===== src/sv/delayed_message_queue_core_defines.svh =====
// Assertion macros shared by the delayed message queue RTL
`ifndef DELAYED_MESSAGE_QUEUE_CORE_DEFINES_SVH
`define DELAYED_MESSAGE_QUEUE_CORE_DEFINES_SVH

// check a property on every clock outside reset
`define DMQ_ASSERT(lbl, prop, msg) \
  lbl: assert property (@(posedge clk_i) disable iff (!rst_ni) (prop)) else $error(msg);

// check that a condition holds in the cycle after a trigger
`define DMQ_ASSERT_NEXT(lbl, ante, cons, msg) \
  lbl: assert property (@(posedge clk_i) disable iff (!rst_ni) (ante) |=> (cons)) \
    else $error(msg);

`endif


===== src/sv/dmq_ram.sv =====
// Generic one-write one-read RAM with registered read data
module dmq_ram #(
  parameter int WIDTH = 8,
  parameter int DEPTH = 16
) (
  input  logic                     clk_i,
  input  logic                     we_i,
  input  logic [$clog2(DEPTH)-1:0] waddr_i,
  input  logic [WIDTH-1:0]         wdata_i,
  input  logic [$clog2(DEPTH)-1:0] raddr_i,
  output logic [WIDTH-1:0]         rdata_o
);

  logic [WIDTH-1:0] mem_q [DEPTH];

  always_ff @(posedge clk_i) begin
    if (we_i) begin
      mem_q[waddr_i] <= wdata_i;
    end
    rdata_o <= mem_q[raddr_i];
  end

endmodule


===== config.mk =====
export PLATFORM = sky130hd
export DESIGN_NAME = dmq_ram
export DESIGN_NICKNAME = d
export VERILOG_FILES = /design/src/sv/delayed_message_queue_core_defines.svh /design/src/sv/dmq_ram.sv
export SDC_FILE = /design/constraint.sdc
export NUM_CORES = 1
export LEC_CHECK = 0
export BUFFER_PORTS_ARGS = -buffer_cell sky130_fd_sc_hd__buf_4
export CORE_MARGIN = 1.5
export CORE_UTILIZATION = 45
export CTS_CLUSTER_SIZE = 24
export DETAILED_ROUTE_END_ITERATION = 6
export GPL_ROUTABILITY_DRIVEN = 0
export PLACE_DENSITY = 0.62
export SYNTH_ARGS = -nofsm -noshare
export SYNTH_HDL_FRONTEND = slang
export SYNTH_SLANG_ARGS = --single-unit

===== constraint.sdc =====
create_clock -name clk_i -period 3 [get_ports clk_i]
set_input_delay 0 -clock clk_i [delete_from_list [all_inputs] [get_ports clk_i]]
set_output_delay 0 -clock clk_i [all_outputs]
set_load 0.02 [all_outputs]

# ---- After elaboration in Yosys (flattened, before gate mapping)
# Memories as Yosys holds them, arrays and structs flattened. A register that Yosys moved wholly into a read port is not among the register bits.
# Index checks and enable logic that the tools add are counted.
# W data, S select, Z words.
dict set report totals {
  regBits 0
  mem_bits_rw 128
  inputBits 18
  output_inout_bits 8
  elab_cells 3
  n_memories 1
}
# name words word_bits rd rd_clocked_by_memory_dff write_ports line
set mem_list {}
lappend mem_list {mem_q 16 8 1 1 1 dmq_ram.sv:14} ;# logic [WIDTH-1:0] mem_q [DEPTH];
dict set report op_classes {
  n_mux 2
}
# op n
set ops {}
lappend ops {{$mux W1} 2}

# ---- Depth between registers and ports, before layout
# Gate-level depths: netlist of the first run.
dict set report depth {
  word_depth 2
  ltp_mapped 5
  mapped_depth_nobuf 3
}

# ---- Worst setup path after synthesis of the first run
# No wires, ideal clock.
dict set report synth_path {
  kind {input port to flip-flop}
  from {input port waddr_i[2]}
  to {memory mem_q[0][0], enable pin}
  setup_time_ns 0.383
  arrival_time_ns 1.110
  slack_ns 1.507
  path_stages 2
  path_buffers 0
  cell_sequence {or3b_2 nor3_1}
}
# element line
set synth_lines {}
lappend synth_lines {{start: declaration} dmq_ram.sv:8} ;# input logic [$clog2(DEPTH)-1:0] waddr_i,
lappend synth_lines {{end: declaration} dmq_ram.sv:14}
# Straight into the memory's write port.

==> flow_summary.toml, run 1 <==
[critical_path]
reg2regPathDepth = 3
worstSetupPathType = "register to register"
worstSetupStartpointType = "register"
worstSetupEndpointType = "register"
timing.reg2reg.setup_slack_ns = 1.60
arrival_ns = 1.68
r2r_end = "rdata_o[6]"
worstReg2RegStart = "mem_q[2][6]"
path_max_fanout = 1
cp.required_ns = 3.28

[routing]
drcViolationCount = 0
viasPerCell = 5.56
ant_nets = 0
drt-initial-drc-count = 114
num_vias = 2380
wirelength_mm = 9.65
drtPass1Iterations = 4
wl_per_cell_um = 22.5

[finish]
drive_above_1_share_pct = 27.1
multi_input_area_sq_um = 1060
regArea_sq_um = 4000
post-route-cell-area_sq_um = 6150
areaGrowthSynthToFinish_pct = 19.5
finalNetCount = 293
fillers = 827
n_antenna_cell = 0

[sta]
rsz0062_at_grt = "no"
slew_violations = 0
finalCriticalPeriod_ns = 1.40
tns_ns = 0
clock.fmax_mhz = 715
hold_viol = 0
setup_viol = 0
fin_ws_ns = 1.60
maxSlewHeadroom_pct = 36.4
min_period_over_period_pct = 46.6
worstMarginPinSlew_ns = 0.951
fin_worst_skew_ns = 0.00553

[power_and_ir_drop]
ir_worst_vdd_mv = 0.319
pwr-share-clk_pct = 47.6
power_frac_comb_pct = 4.9
power.leakage_nw = 2.06
p_seq_share_pct = 47.5
switching_share_pct = 20.1
netSwitchingPower_mw = 0.902
power_density_nw_per_um2 = 731
p_int_mw = 3.59

[synth]
ys_types = 19
syn_area_sq_um = 5150
synth_edf_count = 128
synthMostInstantiatedCell = "edfxtp_1"
async_flop_share_pct = 0
yosys-top-cells-count = "edfxtp_1, mux4_2, a22oi_1, mux4_1, nor2_1"
synth.top_cells.by_area = "edfxtp_1, mux4_2, mux4_1"
syn_inst = 229
synthFlopType = "edfxtp_1"
seq_area_frac_synth_pct = 77.8
synth_top_area_share_pct = 74.7
synth_warnings = 0
yosys_register_bits = 136
synth_fp_nets = 247
yosys.area.top_type = "edfxtp_1"
synth_area_per_cell_sq_um = 22.5

[floorplan]
rows = 38
design.die.area_sq_um = 12100
die_w_um = 110
start_util_pct = 46.9
die_h_um = 110
io_pins = 26
core_sq_um = 11000

[clock_tree]
clkTransAtPathRegs_ns = 0.06
clock-root-buffer = "clkbuf_16"
cts_tree = "built"
post_cts_buffers = 0
cts_resized = 0
clk_latency_ns = 0.41
cts-hold-fix-buffers = 8
cts_made_buffers = 17
htreeDepth = 4
cts_sinks = 136
cts_buffer_depth = 2

[global_route]
grt_pass1_wl_mm = 14.4
grt_use_met1_pct = 24.7
track_usage_pct = 17.8
grt_overflow_total = 0
met3_usage_pct = 3.56
antenna_found_initial = 0
grt_pass1_vias = 2465
grtUsageMet2_pct = 27.5
gr-max-usage-layer = "met2"
grt_start_max_net_pins = 33

[place]
place_ws_ns = 1.22
dp_hpwl_mm = 5.71
post_dp_cell_area_sq_um = 5450
io_buffer_count = 25

[hold_path]
hold_depth = 2
hp-class = "primary input to register"
hp-start = "waddr_i[0]"
hold_end = "mem_q[0][5]"

[status]
status = "finished, final reports clean"

[job]
drv_cap = 0
==> critical path, cell delays in order, from the launching register on <==
cell and delay, ns:
edfxtp_1 0.37, mux4_2 0.48, a22oi_1 0.31, nand2_1 0.12
==> through the flow <==
step | total power [mW] | utilization, % | hold WS [ns] | cells
after floorplan | 2.30 | - | 0.0989 | 229
after global placement | 2.39 | 49.7 | 0.311 | 388
after detailed placement | 2.39 | 49.7 | 0.315 | 388
after CTS | 4.51 | 56.0 | 0.0191 | 428
after global routing | 4.60 | 56.0 | 0.0684 | 428
final | 4.49 | 56.0 | 0.0287 | 428
==> flip-flops by register name, summed over array words and instances, names as in the netlist <==
signal / flops
mem_q: 128
rdata_o: 8
==> area by class of cell <==
cell class / count / share of cell area, %
clock buffers: 21 / 7.65
clock inverters: 11 / 2.38
multi-input cells: 83 / 17.2
flip-flops and latches: 136 / 65.1
well taps: 140 / 2.85
repair buffers: 37 / 4.84
==> how the worst max path moves through the flow <==
stage,from,end,slack [ns]
after floorplan,waddr_i[2],mem_q[0][0],1.51
after global placement,waddr_i[2],mem_q[0][1],1.29
after detailed placement,waddr_i[2],mem_q[0][4],1.22
after CTS,mem_q[1][1],rdata_o[1],1.61
after global routing,waddr_i[2],mem_q[0][4],1.50
final,mem_q[2][6],rdata_o[6],1.60
==> power by group through the flow <==
| stage | Sequential (mW) | Combinational (mW) | Clock (mW) |
|---|---|---|---|
| floorplan | 2.19 | 0.108 | 0 |
| global placement | 2.17 | 0.212 | 0 |
| detailed placement | 2.18 | 0.215 | 0 |
| CTS | 2.14 | 0.224 | 2.15 |
| global route | 2.14 | 0.239 | 2.22 |
| finish | 2.14 | 0.221 | 2.14 |
==> cells by family (layout without fill, tap and decap cells) <==
group	Yosys count	count (layout)	share of synthesized area, %
and+or+nand+nor	35	35	3.18
buffers and inverters	10	69	1.68
DFF	136	136	77.8
muxes	32	32	15.0
AOI/OAI and AO/OA	16	16	2.33
==> metal layers <==
| layer | routed length (um) | vias up |
|---|---|---|
| li1 | - | 1064 |
| met3 | 518 | 9 |
| met4 | 118 | 0 |
| met1 | 4270 | 1245 |
| met5 | 0 | - |
| met2 | 4740 | 62 |
==> cell usage in the layout, fill, tap and decap left out, types with 4 or more instances in the layout <==
| cell | instances |
|---|---|
| edfxtp_1 | 128 |
| clkinvlp_4 | 4 |
| nor3_1 | 4 |
| dfxtp_1 | 8 |
| clkbuf_16 | 17 |
| mux4_1 | 14 |
| dlygate4sd3_1 | 8 |
| buf_4 | 29 |
| mux4_2 | 18 |
| a22oi_1 | 16 |
| nand2_1 | 9 |
| nor2_1 | 13 |
(Power assumes the default switching activity.)
==> run 2: changes to the inputs <==
Clock period 3 ns to 1.5 ns, I/O delays scaled along.
==> run 2 against run 1 <==
Against the previous run: final cell count up 4.9%; critical path type unchanged; utilization is 1.7 points higher; highest routed layer unchanged; fmax down 0.29%; sequential power grew 100%; clock power rose by 99%.
==> flow_summary.toml, run 2 (synthesis results as in run 1) <==
[clock_tree]
htreeDepth = 4
clk_latency_ns = 0.41
cts_sinks = 136
cts_tree = "built"
cts_resized = 0
cts_made_buffers = 17
post_cts_buffers = 0
cts-hold-fix-buffers = 8
cts_buffer_depth = 2
clkTransAtPathRegs_ns = 0.06
clock-root-buffer = "clkbuf_16"

[sta]
min_period_over_period_pct = 93.6
setup_viol = 0
fin_worst_skew_ns = 0.00718
finalCriticalPeriod_ns = 1.40
fin_ws_ns = 0.0965
slew_violations = 0
hold_viol = 0
tns_ns = 0
timing.hold.ws_ns = 0.112
rsz0062_at_grt = "no"
clock.fmax_mhz = 713
worstMarginPinSlew_ns = 0.833
maxSlewHeadroom_pct = 44.3

[global_route]
grt_overflow_total = 0
grt_pass1_wl_mm = 15.3
grt_start_max_net_pins = 17
antenna_found_initial = 0
grt_pass1_vias = 2536
track_usage_pct = 18.7

[place]
dp_hpwl_mm = 6.38
place_ws_ns = 0.0342
io_buffer_count = 25

[finish]
final_core_util_pct = 57.7
n_antenna_cell = 0
finalNetCount = 314
top_regs = "mem_q (128), rdata_o (8)"
fillers = 797
largest_register_ff_count = 128
drive_above_1_share_pct = 31.4
layout_common_cells = "edfxtp_1, buf_4, mux4_2"
largest_register = "mem_q"
final_common_cell = "edfxtp_1"
areaGrowthSynthToFinish_pct = 23.2

[floorplan]
die_w_um = 110
core_sq_um = 11000
start_util_pct = 46.9
io_pins = 26
design.die.area_sq_um = 12100
die_h_um = 110
rows = 38

[critical_path]
cpLargestDelayFamily = "multiplexers"
worstSetupStartpointType = "register"
slowest_delay_ns = 0.51
worstSetupEndpointType = "register"
arrival_ns = 1.69
worstSetupPathType = "register to register"
cp.required_ns = 1.79
critPathBufInv = 0
path_max_fanout = 1
crit_slowest_cell = "mux4_1"
path_cells = "mux4_1 -> a22oi_1 -> nand2_1"

[routing]
wirelength_mm = 9.88
viasPerCell = 5.49
num_vias = 2463
drtPass1Iterations = 4
drt-initial-drc-count = 187
ant_nets = 0
drcViolationCount = 0
wl_per_cell_um = 22.0

[power_and_ir_drop]
power_density_nw_per_um2 = 1420
ir_worst_vdd_mv = 0.704
power.leakage_nw = 2.18

[job]
drv_cap = 0

[hold_path]
hp-class = "primary input to register"

[status]
status = "finished, final reports clean"
[run 2: cell types whose count changed in the layout (fill, tap and decap cells not counted)]
cell / change
clkbuf_1: +2
clkbuf_8: -3
buf_12: +3
buf_4: +18
bufinv_16: +1
[run 2: through the flow]
stage	std cells	total power [mW]	area, sq um
6_report	449	9.02	6340
5_1_grt	449	9.30	6340
4_1_cts	449	9.08	6340
3_5_place_dp	409	4.82	5650
3_3_place_gp	409	4.81	5650
2_1_floorplan	229	4.59	5150
[run 2: worst reg2reg max path: cells and delay by family, from the launching register on]
family           cells  cell delay (ns)
flip-flops           1             0.36
AO/OA/AOI/OAI        1             0.33
multiplexers         1             0.51
AND/OR/NAND/NOR      1             0.09
[run 2: per-layer routing]
| layer | vias up | share of wire (%) | track usage [%] | routed length [um] |
|---|---|---|---|---|
| met1 | 1286 | 47 | 26.0 | 4620 |
| met3 | 12 | 4.0 | 5.45 | 392 |
| met4 | 0 | 1.4 | 7.24 | 140 |
| met2 | 57 | 48 | 28.0 | 4720 |
| li1 | 1108 | - | - | - |
| met5 | - | 0 | 0 | 0 |
[run 2: path summary, 6_finish.rpt]
path                from     endpoint  slack, ns  depth (start not counted)
min           waddr_i[0]  mem_q[4][0]       0.11                          3
max reg2reg  mem_q[9][3]   rdata_o[3]        0.1                          3
min reg2reg  mem_q[4][3]   rdata_o[3]       0.66                          3
max          mem_q[9][3]   rdata_o[3]        0.1                          3
[run 2: layout make-up]
type | count | area [sq um] | area share [%]
multi-input cells | 83 | 1060 | 16.7
repair buffers | 58 | 493 | 7.77
flip-flops and latches | 136 | 4000 | 63.1
clock buffers | 20 | 437 | 6.88
clock inverters | 12 | 176 | 2.78
well taps | 140 | 175 | 2.76
[run 2: report_power, final]
part	switching [mW]	total (mW)	internal (mW)
clock	1.49	4.26	2.77
combinational	0.254	0.477	0.223
sequential	0.0262	4.28	4.25
total	1.77	9.02	7.25
==> run 3: changes to the inputs <==
==> constraint.sdc (replaced) <==
create_clock -name clk_i -period 1.5 [get_ports clk_i]
set_input_delay 0.3 -clock clk_i [delete_from_list [all_inputs] [get_ports clk_i]]
set_output_delay 0.3 -clock clk_i [all_outputs]
set_load 0.02 [all_outputs]
==> run 3 against run 2 <==
Against the previous run: non-clock buffer count shrank 5; critical path depth stayed put; count of clock-buffer cells in the layout down 3; via count down 1.2%; setup slack improved by 0.028 ns; fmax rose by 2.0%; die area unchanged; final cell count decreased by 1.1%; sequential share of layout area rose by 0.51 points; sequential power barely moved; sequential cell count did not move; critical endpoint is now rdata_o[2]; highest routed layer unchanged.
==> flow_summary.toml, run 3 (synthesis results as in run 1) <==
[status]
status = "finished, final reports clean"

[hold_path]
hp-class = "primary input to register"

[floorplan]
design.die.area_sq_um = 12100
rows = 38
io_pins = 26
die_h_um = 110
core_sq_um = 11000
die_w_um = 110
start_util_pct = 46.9

[routing]
wl_per_cell_um = 22.1
ant_nets = 0
drtPass1Iterations = 4
wirelength_mm = 9.83
num_vias = 2433
drcViolationCount = 0
drt-initial-drc-count = 124
viasPerCell = 5.48

[clock_tree]
cts_buffer_depth = 2
htreeDepth = 4
post_cts_buffers = 0
clk_latency_ns = 0.42
cts_made_buffers = 17
clkTransAtPathRegs_ns = 0.06
cts_resized = 0
clock-root-buffer = "clkbuf_16"
cts-hold-fix-buffers = 0
cts_sinks = 136
cts_tree = "built"

[sta]
worstMarginPinSlew_ns = 0.755
timing.hold.ws_ns = 0.190
maxSlewHeadroom_pct = 49.6
min_period_over_period_pct = 91.7
clock.fmax_mhz = 727
setup_viol = 0
slew_violations = 0
finalCriticalPeriod_ns = 1.38
fin_ws_ns = 0.125
rsz0062_at_grt = "no"
fin_worst_skew_ns = 0.00625
hold_viol = 0

[critical_path]
worstSetupPathType = "register to register"
worstSetupEndpointType = "register"
path_max_fanout = 1
arrival_ns = 1.68
cp.required_ns = 1.80
worstSetupStartpointType = "register"

[finish]
areaGrowthSynthToFinish_pct = 22.2
largest_register_ff_count = 128
final_common_cell = "edfxtp_1"
fillers = 823
post-route-cell-area_sq_um = 6290
largest_register = "mem_q"
top_regs = "mem_q (128), rdata_o (8)"
layout.cells.non_filler = 444
n_antenna_cell = 0
finalNetCount = 309
multi_input_area_sq_um = 1060
drive_above_1_share_pct = 34.5
layout_common_cells = "edfxtp_1, buf_4, mux4_2"
regArea_sq_um = 4000

[global_route]
grt_start_max_net_pins = 17
grt_pass1_vias = 2544
track_usage_pct = 18.6
antenna_found_initial = 0
grt_overflow_total = 0
grt_pass1_wl_mm = 14.9

[place]
post_dp_cell_area_sq_um = 5690
dp_hpwl_mm = 6.61
place_ws_ns = -0.184
io_buffer_count = 25
place_inst = 412

[power_and_ir_drop]
ir_worst_vdd_mv = 0.701
total_power_mw = 8.91
power_density_nw_per_um2 = 1420
power.leakage_nw = 2.17

[job]
drv_cap = 0
## run 3: changes by cell type in the layout (fill, tap and decap cells not counted), sizes merged, moves of 2 or more
cell and change:
buf +3, clkbuf -3, clkinv +3, dlygate4sd3 -8
inv +2
## run 3: path summary, 6_finish.rpt
| check | end | start | slack, ns | depth (start not counted) |
|---|---|---|---|---|
| max | rdata_o[2] | mem_q[2][2] | 0.12 | 3 |
| min reg2reg | rdata_o[1] | mem_q[7][1] | 0.67 | 3 |
| max reg2reg | rdata_o[2] | mem_q[2][2] | 0.12 | 3 |
| min | mem_q[1][4] | wdata_i[4] | 0.19 | 1 |
## run 3: routing by layer
metal	vias up	share of wire, %	global-route usage (%)
li1	1104	-	-
met1	1244	43	24.5
met2	71	50	28.5
met3	14	5.4	4.98
met4	0	1.6	9.46
met5	-	0	0
## run 3: report_power, final
group / internal, mW / switching [mW] / leakage [nW]
registers: 4.25 / 0.0258 / 1.22
clock network: 2.61 / 1.56 / 0.289
logic: 0.217 / 0.252 / 0.656
## run 3: layout make-up
cell class	count	share of cell area, %
multi-input combinational	83	16.9
sequential	136	63.6
clock inverter	15	2.80
clock buffer	17	6.76
tap	140	2.78
timing repair buffer	53	7.12
## run 3: per-stage QoR
stage          setup TNS (ns)  utilization, %
6_report                    0            57.3
5_1_grt                     0            57.3
4_1_cts                     0            57.3
3_5_place_dp            -4.01            51.8
3_3_place_gp            -2.95            51.8
2_1_floorplan           -1.98               -
## run 3: worst max-delay path: stages, from the launching register on
cell and delay, ns:
edfxtp_1 0.36, mux4_1 0.50, a22oi_1 0.30, nand2_1 0.10
