<file path="config.mk">
export PLATFORM = sky130hd
export DESIGN_NAME = dmq_ctrl
export DESIGN_NICKNAME = d
export VERILOG_FILES = /design/src/sv/dmq_pkg.sv /design/src/sv/dmq_ctrl.sv
export VERILOG_INCLUDE_DIRS = /design/src /design/src/sv
export SDC_FILE = /design/constraint.sdc
export NUM_CORES = 2
export LEC_CHECK = 0
export BUFFER_PORTS_ARGS = -buffer_cell sky130_fd_sc_hd__buf_2
export CORE_AREA = 2 2 436 438
export CTS_CLUSTER_SIZE = 12
export DETAILED_ROUTE_END_ITERATION = 12
export DIE_AREA = 0 0 438 440
export PLACE_DENSITY = 0.46
export SETUP_SLACK_MARGIN = 0.4
export SLEW_MARGIN = 20
export SYNTH_ARGS = -nofsm -noshare
export SYNTH_HDL_FRONTEND = slang
export SYNTH_SLANG_ARGS = --single-unit
</file>
<file path="constraint.sdc">
create_clock -name clk_i -period 23.1 [get_ports clk_i]
set_input_delay 1.155 -clock clk_i [delete_from_list [all_inputs] [get_ports clk_i]]
set_output_delay 1.155 -clock clk_i [all_outputs]
set_load 0.02 [all_outputs]
</file>
<file path="src/sv/delayed_message_queue_core_defines.svh">
// Assertion macros shared by the delayed message queue RTL
`ifndef DELAYED_MESSAGE_QUEUE_CORE_DEFINES_SVH
`define DELAYED_MESSAGE_QUEUE_CORE_DEFINES_SVH

// check a property on every clock outside reset
`define DMQ_ASSERT(lbl, prop, msg) \
  lbl: assert property (@(posedge clk_i) disable iff (!rst_ni) (prop)) else $error(msg);

// check that a condition holds in the cycle after a trigger
`define DMQ_ASSERT_NEXT(lbl, ante, cons, msg) \
  lbl: assert property (@(posedge clk_i) disable iff (!rst_ni) (ante) |=> (cons)) \
    else $error(msg);

`endif

</file>
<file path="src/sv/dmq_pkg.sv">
// Types, constants and helpers for the delayed message queue
package dmq_pkg;

  localparam int QUEUE_DEPTH = 64;
  localparam int IDX_W       = $clog2(QUEUE_DEPTH);
  localparam int CNT_W       = $clog2(QUEUE_DEPTH + 1);

  typedef enum logic [2:0] {
    KIND_ENQ     = 3'd0,
    KIND_POLL    = 3'd1,
    KIND_REM_OBJ = 3'd2,
    KIND_REM_CB  = 3'd3,
    KIND_REM_TOK = 3'd4,
    KIND_QUIT    = 3'd5
  } kind_e;

  typedef enum logic [2:0] {
    STAT_OK   = 3'd0,
    STAT_NONE = 3'd1,
    STAT_NULL = 3'd2,
    STAT_QUIT = 3'd3,
    STAT_FULL = 3'd4
  } status_e;

  typedef enum logic [3:0] {
    S_IDLE, S_DECODE, S_SCAN_RD, S_SCAN_CHK, S_SH_RD, S_SH_WR, S_INS_WR,
    S_POP_CHK, S_DN_RD, S_DN_WR, S_PG_RD, S_PG_CHK, S_FINISH
  } state_e;

  typedef struct packed {
    logic [62:0] deadline;
    logic [15:0] target;
    logic [31:0] msg_id;
    logic [31:0] obj_key;
    logic [31:0] callback_key;
    logic [63:0] token;
  } entry_t;

  localparam int ENTRY_W = $bits(entry_t);

  typedef struct packed {
    logic [2:0]  kind;
    logic [62:0] now;
    entry_t      ent;
  } cmd_t;

  typedef struct packed {
    status_e     status;
    entry_t      ent;
    logic        wake_request;
    logic [62:0] wake_delay;
  } res_t;

  typedef struct packed {
    logic             we;
    logic [IDX_W-1:0] waddr;
    entry_t           wdata;
    logic [IDX_W-1:0] raddr;
  } mem_req_t;

  function automatic logic [62:0] due_delay(logic [62:0] due, logic [62:0] now);
    return (due <= now) ? 63'd0 : (due - now);
  endfunction

endpackage

</file>
<file path="src/sv/dmq_ctrl.sv">
// Sequencer that searches, shifts and compacts the sorted message table
`include "delayed_message_queue_core_defines.svh"
module dmq_ctrl
  import dmq_pkg::*;
(
  input  logic     clk_i,
  input  logic     rst_ni,
  input  logic     start_i,
  input  cmd_t     cmd_i,
  input  entry_t   rdata_i,
  output mem_req_t mem_req_o,
  output logic     idle_o,
  output logic     done_o,
  output res_t     res_o
);

  state_e           state_q, state_d;
  logic [CNT_W-1:0] occ_q, occ_d;
  logic [CNT_W-1:0] idx_q, idx_d;
  logic [CNT_W-1:0] wr_q, wr_d;
  logic [CNT_W-1:0] pos_q, pos_d;
  logic             quit_q, quit_d;
  logic [62:0]      next_dl_q, next_dl_d;
  res_t             res_q, res_d;
  logic             hit;
  logic [62:0]      head_dl;

  always_ff @(posedge clk_i or negedge rst_ni) begin
    if (!rst_ni) begin
      state_q <= S_IDLE;
      occ_q   <= '0;
      quit_q  <= 1'b0;
    end else begin
      state_q <= state_d;
      occ_q   <= occ_d;
      quit_q  <= quit_d;
    end
  end

  always_ff @(posedge clk_i) begin
    idx_q     <= idx_d;
    wr_q      <= wr_d;
    pos_q     <= pos_d;
    next_dl_q <= next_dl_d;
    res_q     <= res_d;
  end

  always_comb begin
    hit = 1'b0;
    if (rdata_i.target == cmd_i.ent.target) begin
      case (cmd_i.kind)
        KIND_REM_OBJ: hit = (cmd_i.ent.obj_key == '0) ||
                            (rdata_i.obj_key == cmd_i.ent.obj_key);
        KIND_REM_CB:  hit = rdata_i.callback_key == cmd_i.ent.callback_key;
        default:      hit = rdata_i.token == cmd_i.ent.token;
      endcase
    end
    head_dl = (idx_q == CNT_W'(1)) ? rdata_i.deadline : next_dl_q;
  end

  always_comb begin
    state_d   = state_q;
    occ_d     = occ_q;
    idx_d     = idx_q;
    wr_d      = wr_q;
    pos_d     = pos_q;
    quit_d    = quit_q;
    next_dl_d = next_dl_q;
    res_d     = res_q;
    mem_req_o = '0;
    done_o    = 1'b0;
    idle_o    = 1'b0;
    case (state_q)
      S_IDLE: begin
        idle_o = 1'b1;
        if (start_i) begin
          state_d = S_DECODE;
        end
      end
      S_DECODE: begin
        res_d   = '0;
        state_d = S_FINISH;
        case (cmd_i.kind)
          KIND_ENQ: begin
            if (cmd_i.ent.target == '0) begin
              res_d.status = STAT_NULL;
            end else if (quit_q) begin
              res_d.status = STAT_QUIT;
            end else if (occ_q == CNT_W'(QUEUE_DEPTH)) begin
              res_d.status = STAT_FULL;
            end else if (occ_q == '0 || cmd_i.ent.deadline == '0) begin
              pos_d   = '0;
              idx_d   = occ_q;
              state_d = (occ_q == '0) ? S_INS_WR : S_SH_RD;
            end else begin
              idx_d   = '0;
              state_d = S_SCAN_RD;
            end
          end
          KIND_POLL: begin
            if (quit_q) begin
              res_d.status = STAT_QUIT;
            end else if (occ_q == '0) begin
              res_d.status = STAT_NONE;
            end else begin
              mem_req_o.raddr = '0;
              state_d = S_POP_CHK;
            end
          end
          KIND_REM_OBJ, KIND_REM_CB, KIND_REM_TOK: begin
            if (!((cmd_i.kind == KIND_REM_CB && cmd_i.ent.callback_key == '0) ||
                  (cmd_i.kind == KIND_REM_TOK && cmd_i.ent.token == '0) ||
                  occ_q == '0)) begin
              idx_d   = '0;
              wr_d    = '0;
              state_d = S_PG_RD;
            end
          end
          KIND_QUIT: begin
            quit_d             = 1'b1;
            res_d.wake_request = 1'b1;
          end
          default: ;
        endcase
      end
      S_SCAN_RD: begin
        mem_req_o.raddr = idx_q[IDX_W-1:0];
        state_d = S_SCAN_CHK;
      end
      S_SCAN_CHK: begin
        if (rdata_i.deadline <= cmd_i.ent.deadline) begin
          if (idx_q + CNT_W'(1) < occ_q) begin
            idx_d   = idx_q + CNT_W'(1);
            state_d = S_SCAN_RD;
          end else begin
            pos_d   = occ_q;
            state_d = S_INS_WR;
          end
        end else begin
          pos_d   = idx_q;
          idx_d   = occ_q;
          state_d = S_SH_RD;
        end
      end
      S_SH_RD: begin
        mem_req_o.raddr = 
          IDX_W'(idx_q - CNT_W'(1));
        state_d = S_SH_WR;
      end
      S_SH_WR: begin
        mem_req_o.we    = 1'b1;
        mem_req_o.waddr = idx_q[IDX_W-1:0];
        mem_req_o.wdata = rdata_i;
        idx_d   = idx_q - CNT_W'(1);
        state_d = (idx_q - CNT_W'(1) == pos_q) ? S_INS_WR : S_SH_RD;
      end
      S_INS_WR: begin
        mem_req_o.we    = 1'b1;
        mem_req_o.waddr = pos_q[IDX_W-1:0];
        mem_req_o.wdata = cmd_i.ent;
        occ_d = occ_q + CNT_W'(1);
        if (pos_q == '0) begin
          res_d.wake_request = 1'b1;
          res_d.wake_delay   = due_delay(cmd_i.ent.deadline, cmd_i.now);
        end
        state_d = S_FINISH;
      end
      S_POP_CHK: begin
        if (cmd_i.now >= rdata_i.deadline) begin
          res_d.ent = rdata_i;
          idx_d     = CNT_W'(1);
          if (occ_q == CNT_W'(1)) begin
            occ_d   = '0;
            state_d = S_FINISH;
          end else begin
            state_d = S_DN_RD;
          end
        end else begin
          res_d.status       = STAT_NONE;
          res_d.wake_request = 1'b1;
          res_d.wake_delay   = rdata_i.deadline - cmd_i.now;
          state_d            = S_FINISH;
        end
      end
      S_DN_RD: begin
        mem_req_o.raddr = idx_q[IDX_W-1:0];
        state_d = S_DN_WR;
      end
      S_DN_WR: begin
        mem_req_o.we    = 1'b1;
        mem_req_o.waddr = IDX_W'(idx_q - CNT_W'(1));
        mem_req_o.wdata = rdata_i;
        next_dl_d = head_dl;
        if (idx_q + CNT_W'(1) == occ_q) begin
          occ_d              = occ_q - CNT_W'(1);
          res_d.wake_request = 1'b1;
          res_d.wake_delay   = due_delay(head_dl, cmd_i.now);
          state_d            = S_FINISH;
        end else begin
          idx_d   = idx_q + CNT_W'(1);
          state_d = S_DN_RD;
        end
      end
      S_PG_RD: begin
        mem_req_o.raddr = idx_q[IDX_W-1:0];
        state_d = S_PG_CHK;
      end
      S_PG_CHK: begin
        if (!hit) begin
          mem_req_o.we    = 1'b1;
          mem_req_o.waddr = wr_q[IDX_W-1:0];
          mem_req_o.wdata = rdata_i;
          wr_d = wr_q + CNT_W'(1);
        end
        if (idx_q + CNT_W'(1) == occ_q) begin
          occ_d   = wr_q + {{(CNT_W-1){1'b0}}, ~hit};
          state_d = S_FINISH;
        end else begin
          idx_d   = idx_q + CNT_W'(1);
          state_d = S_PG_RD;
        end
      end
      S_FINISH: begin
        done_o  = 1'b1;
        state_d = S_IDLE;
      end
      default: state_d = S_IDLE;
    endcase
  end

  assign res_o = res_q;

  `DMQ_ASSERT(a_occ_bound, occ_q <= CNT_W'(QUEUE_DEPTH), "occupancy above depth")
  `DMQ_ASSERT(a_no_wr_idle, (state_q == S_IDLE) |-> !mem_req_o.we, "write while idle")
  `DMQ_ASSERT_NEXT(a_done_idle, done_o, state_q == S_IDLE, "no return to idle after done")
  `DMQ_ASSERT_NEXT(a_quit_sticky, quit_q, quit_q, "quit flag cleared")

endmodule

</file>
# Word-level counts from Yosys, hierarchy flattened

Index checks and enable logic that the tools add are counted.
Widths: inputs -> output; s select.

Bits in registers: 402
Input bits: 547

Add/sub/neg operators: 9
Order comparisons: 5
Equal/unequal tests: 49
Multiplexer cells: 69
Bitwise operators: 1
Reductions and logical operators: 32

Operators by type and width:

| operator            | count |
|---|---|
| $pmux 246 s4        | 1 |
| $pmux 242 s2        | 1 |
| $pmux 64 s4         | 1 |
| $mux 246            | 1 |
| $mux 239            | 1 |
| $mux 64             | 3 |
| $le 63x63->1        | 3 |
| $mux 63             | 3 |
| $sub 63x63->63      | 3 |
| $mux 7              | 22 |
| $eq 32x32->1        | 2 |
| $eq 64x64->1        | 1 |
| $logic_not 32->1    | 2 |
| $logic_not 64->1    | 1 |
| $ge 63x63->1        | 1 |
| $logic_not 63->1    | 1 |
| $pmux 4 s12         | 1 |
| $pmux 7 s2          | 3 |
| $pmux 7 s5          | 1 |
| $mux 3              | 11 |
| $mux 4              | 7 |
| $ne 2x2->1 const B  | 14 |
| $pmux 7 s4          | 1 |
| $add 7x1->7 const B | 3 |
| other kinds (40)    | 77 |

# Longest topological paths before layout

Depth in word-level cells: 8
Gate-level depth with buffers: 22
Depth with buffers taken out: 19

# Least setup slack after synthesis

No wires, ideal clock.

Path kind: input to register
Start: in cmd_i[248] (netlist bit)
End: reg res_q (netlist bit res_o[100]) (enable)
Library setup time: 0.645 ns
Arrival: 8.884 ns
Path slack: 13.571 ns
Cell stages on the path: 14
Path through: inv_1 > ha_1 > clkbuf_1 > o21a_1 > a2111oi_0 > nand3_1 > a31oi_1 > nor4_1 > o2111ai_1 > a21oi_1 > o211ai_1 > a21oi_1 > nand2b_1 > nand2b_1

Cells in the longest elaborated chain, start to end: 3

Ends and longest elaborated chain:

| item                       | line            | RTL |
|---|---|---|
| start, declared            | dmq_ctrl.sv:9   | `input cmd_t cmd_i,` |
| $ge 63x63->1               | dmq_ctrl.sv:169 | `if (cmd_i.now >= rdata_i.deadline) begin` |
| $ne 2x2->1 (no line)       | -               |  |
| $reduce_and 2->1 (no line) | -               |  |
| end signal, assigned       | dmq_ctrl.sv:45  | `res_q <= res_d;` |
| end, declared              | dmq_ctrl.sv:24  | `res_t res_q, res_d;` |

No other way between the ends.
A chain may end at the register's enable or synchronous reset.

# Worst setup path in the final report

Start: in cmd_i[247] (netlist bit)
End: reg res_q (netlist bit res_o[123]) (enable)

The elaborated chain is that of the path after synthesis.

==> summary.txt <==
setup repair after global routing missed its margin: no
Mapped Cells: 3726
final WL: 218000 µm
Nets: 5543
number of max-cap violations: 0
Setup WS pre-CTS: 15260 ps
first-pass GRT wire length: 290000 µm
clock share of power: 0.203
Slowest cell on crit path: buf_4
Final Max Slew Viols: 0
Seq pwr share: 0.267
number of global-route vias before repair: 34600
clk_skew: 24.3 ps
Setup Viol. Count Final: 0
Gate power share: 0.531
Rel. slew slack: 0.267
Highest Clock Rate: 137 MHz
Yosys Warn Count: 0
CP startpoint kind: primary input
critical path class: primary input to register
post-DP HPWL: 182000 µm
Die W: 438 µm
grt ovf: 0
Post-synth top cells: edfxtp_1 (390), a21oi_1 (273), ha_1 (270), and2_1 (255), a22o_1 (242)
Hold-fix buffers, CTS: 0
Data arrival, critical path: 7600 ps
Largest delay share family, worst path: compound AO/OA/AOI/OAI gates
drc violations: 0
Min-Delay Path Class: primary input to asynchronous set/reset pin
CP dominant cell by count: buf_4
fin worst setup slack: 15820 ps
max incr delay on CP: 850 ps
FF/Latch Area: 12000 µm²
CTS tree: yes
Seq/Total Area, Yosys: 0.346
Final Core Density: 0.238
Crit. End Element: register
Syn-to-layout area delta: 28.9%
Pwr Density: 103 nW/µm²
Clock Pin Slew Worst Setup and Hold Paths: 60 ps
Seq cells post-synth: 402
Synth Flop Type: edfxtp_1
initial antenna violation count: 40
crit path cell chain: buf_2 -> inv_1 -> ha_1 -> a211o_1 -> a2111oi_0 -> nand3_1 -> a31oi_1 -> nor4_1 -> o2111ai_1 -> a21oi_1 -> o211ai_1 -> a21oi_1 -> buf_4 -> nand2b_1 -> nand2b_4 -> buf_4 -> buf_4
Pint: 2.40 mW
Initial Utilization: 0.184
Placer Congestion: 0.940
Period Utilization, post-route: 0.315
ys async rst share: 0.0299
Worst Tran Pin Value: 1100 ps
DR vias/cell: 4.93
Synth area leader: edfxtp_1
syn nets: 4546
maximum clock insertion buffer count: 3
DR WL/cell: 29.9 µm
VDD IR max: 0.0712 mV
DIE HEIGHT: 440 µm
initial DRC count: 2770
area of the multi-input gates: 21200 µm²
required time of the critical path: 23420 ps
final hold vios: 0
core region area: 189000 µm²
LEAKAGE: 19.4 nW
top-count cell post-synth: edfxtp_1
largest net degree at the start of global routing: 137
Buf+Inv Stages, Crit Path: 5
Avg Cell Area, Syn: 9.33 µm²
r2r setup slk: 16280 ps
Root Buffer: clkbuf_16
Max FO, Critical Path: 70
switching fraction of total power: 0.480
post-synth top area share: 0.337
crit path time final: 7280 ps
switching power: 2.21 mW
setup tns final: 0 ps
htree depth: 2
Num CTS Buffers: 56
GRT Overall Usage: 0.215
via count: 35900
clk sinks: 402
Boundary Pins: 1107
Pre-antenna DRT Iters: 6
Cell Area, Synth: 34800 µm²
row cnt: 160
post-CTS setup buffers: 0
PostCTS Resize Cnt: 0
Detail Route Antenna Nets: 0
input/output buffers: 1106
die area: 193000 µm²
Synth cell types: 86
top cells by area, synth: edfxtp_1 (34%), ha_1 (9.7%), a22o_1 (6.1%)
layout cells sized above 1: 0.281
Fillers: 20800
Worst-Skew Late Latency: 690 ps
number of synthesized flops with an enable pin: 390
status: complete, no violations
## kinds of logic (layout without fill, tap and decap cells)
group | count (synthesis) | in the layout | synth area share
AOI/OAI and AO/OA | 1180 | 1180 | 0.236
xor gates and xnor gates | 341 | 341 | 0.0859
adders and majority gates | 273 | 273 | 0.0989
buffers and inverters | 388 | 1431 | 0.0474
DFF | 402 | 402 | 0.346
muxes | 69 | 69 | 0.0221
other | 0 | 16 | 0
and+or+nand+nor | 1073 | 1073 | 0.164
## routing by layer
layer,global-route usage,vias to the layer above,part of all wire
met5,0,-,0.00050
met4,0.135,18,0.073
met3,0.0296,389,0.050
met2,0.380,1569,0.50
met1,0.243,17900,0.38
li1,-,16100,-
## flip-flops by register name, indices dropped and copies added, names as in the netlist
| register | cells |
|---|---|
| occ_q | 7 |
| state_q | 4 |
| idx_q | 7 |
| quit_q | 1 |
| next_dl_q | 63 |
| pos_q | 7 |
| res_o | 306 |
| wr_q | 7 |
## cells in the final DEF (no fill, tap or decap), types with 158 or more instances in the layout
| master | Yosys | routed |
|---|---|---|
| o21ai_0 | 160 | 160 |
| nand2_1 | 215 | 214 |
| inv_1 | 188 | 187 |
| a22o_1 | 242 | 242 |
| buf_2 | 13 | 1106 |
| nor2_1 | 160 | 158 |
| xor2_1 | 197 | 197 |
| edfxtp_1 | 390 | 390 |
| and2_1 | 255 | 255 |
| ha_1 | 270 | 270 |
| a21oi_1 | 273 | 272 |
## through the flow
| stage | std cells | power, mW | instance area [µm²] | hold slack (ps) |
|---|---|---|---|---|
| 2_1_floorplan | 3726 | 2.74 | 34800 | 511 |
| 3_3_place_gp | 7176 | 3.69 | 42800 | 551 |
| 3_5_place_dp | 7176 | 3.68 | 42800 | 559 |
| 4_1_cts | 7280 | 4.64 | 44700 | 301 |
| 5_1_grt | 7288 | 4.82 | 44800 | 339 |
| 6_report | 7296 | 4.60 | 44800 | 367 |
## worst paths after layout
kind | from | end | depth (start not counted)
worst max-delay path | cmd_i[247] | res_o[123] | 17
worst min-delay path | rst_ni | quit_q | 1
worst max register to register | idx_q[0] | res_o[60] | 20
worst min register to register | next_dl_q[48] | next_dl_q[48] | 1
max in group asynchronous | rst_ni | occ_q[0] | 1
min in group clk_i | next_dl_q[48] | next_dl_q[48] | 1
## power groups by stage
stage | registers, mW | clock network, mW | logic (mW)
after detailed placement | 1.24 | 0 | 2.44
after CTS | 1.23 | 0.964 | 2.45
after global placement | 1.23 | 0 | 2.45
after global routing | 1.25 | 0.984 | 2.59
after floorplan | 1.48 | 0 | 1.26
final | 1.23 | 0.933 | 2.44
## cell type report
class                   instances  area share
clock inverters                37      0.0103
repair buffers               1139       0.130
well taps                    2511      0.0701
inverters                     188      0.0158
flip-flops and latches        402       0.268
diodes                         16    0.000894
clock buffers                  67      0.0322
multi-input cells            2936       0.473
(Power assumes the default switching activity.)
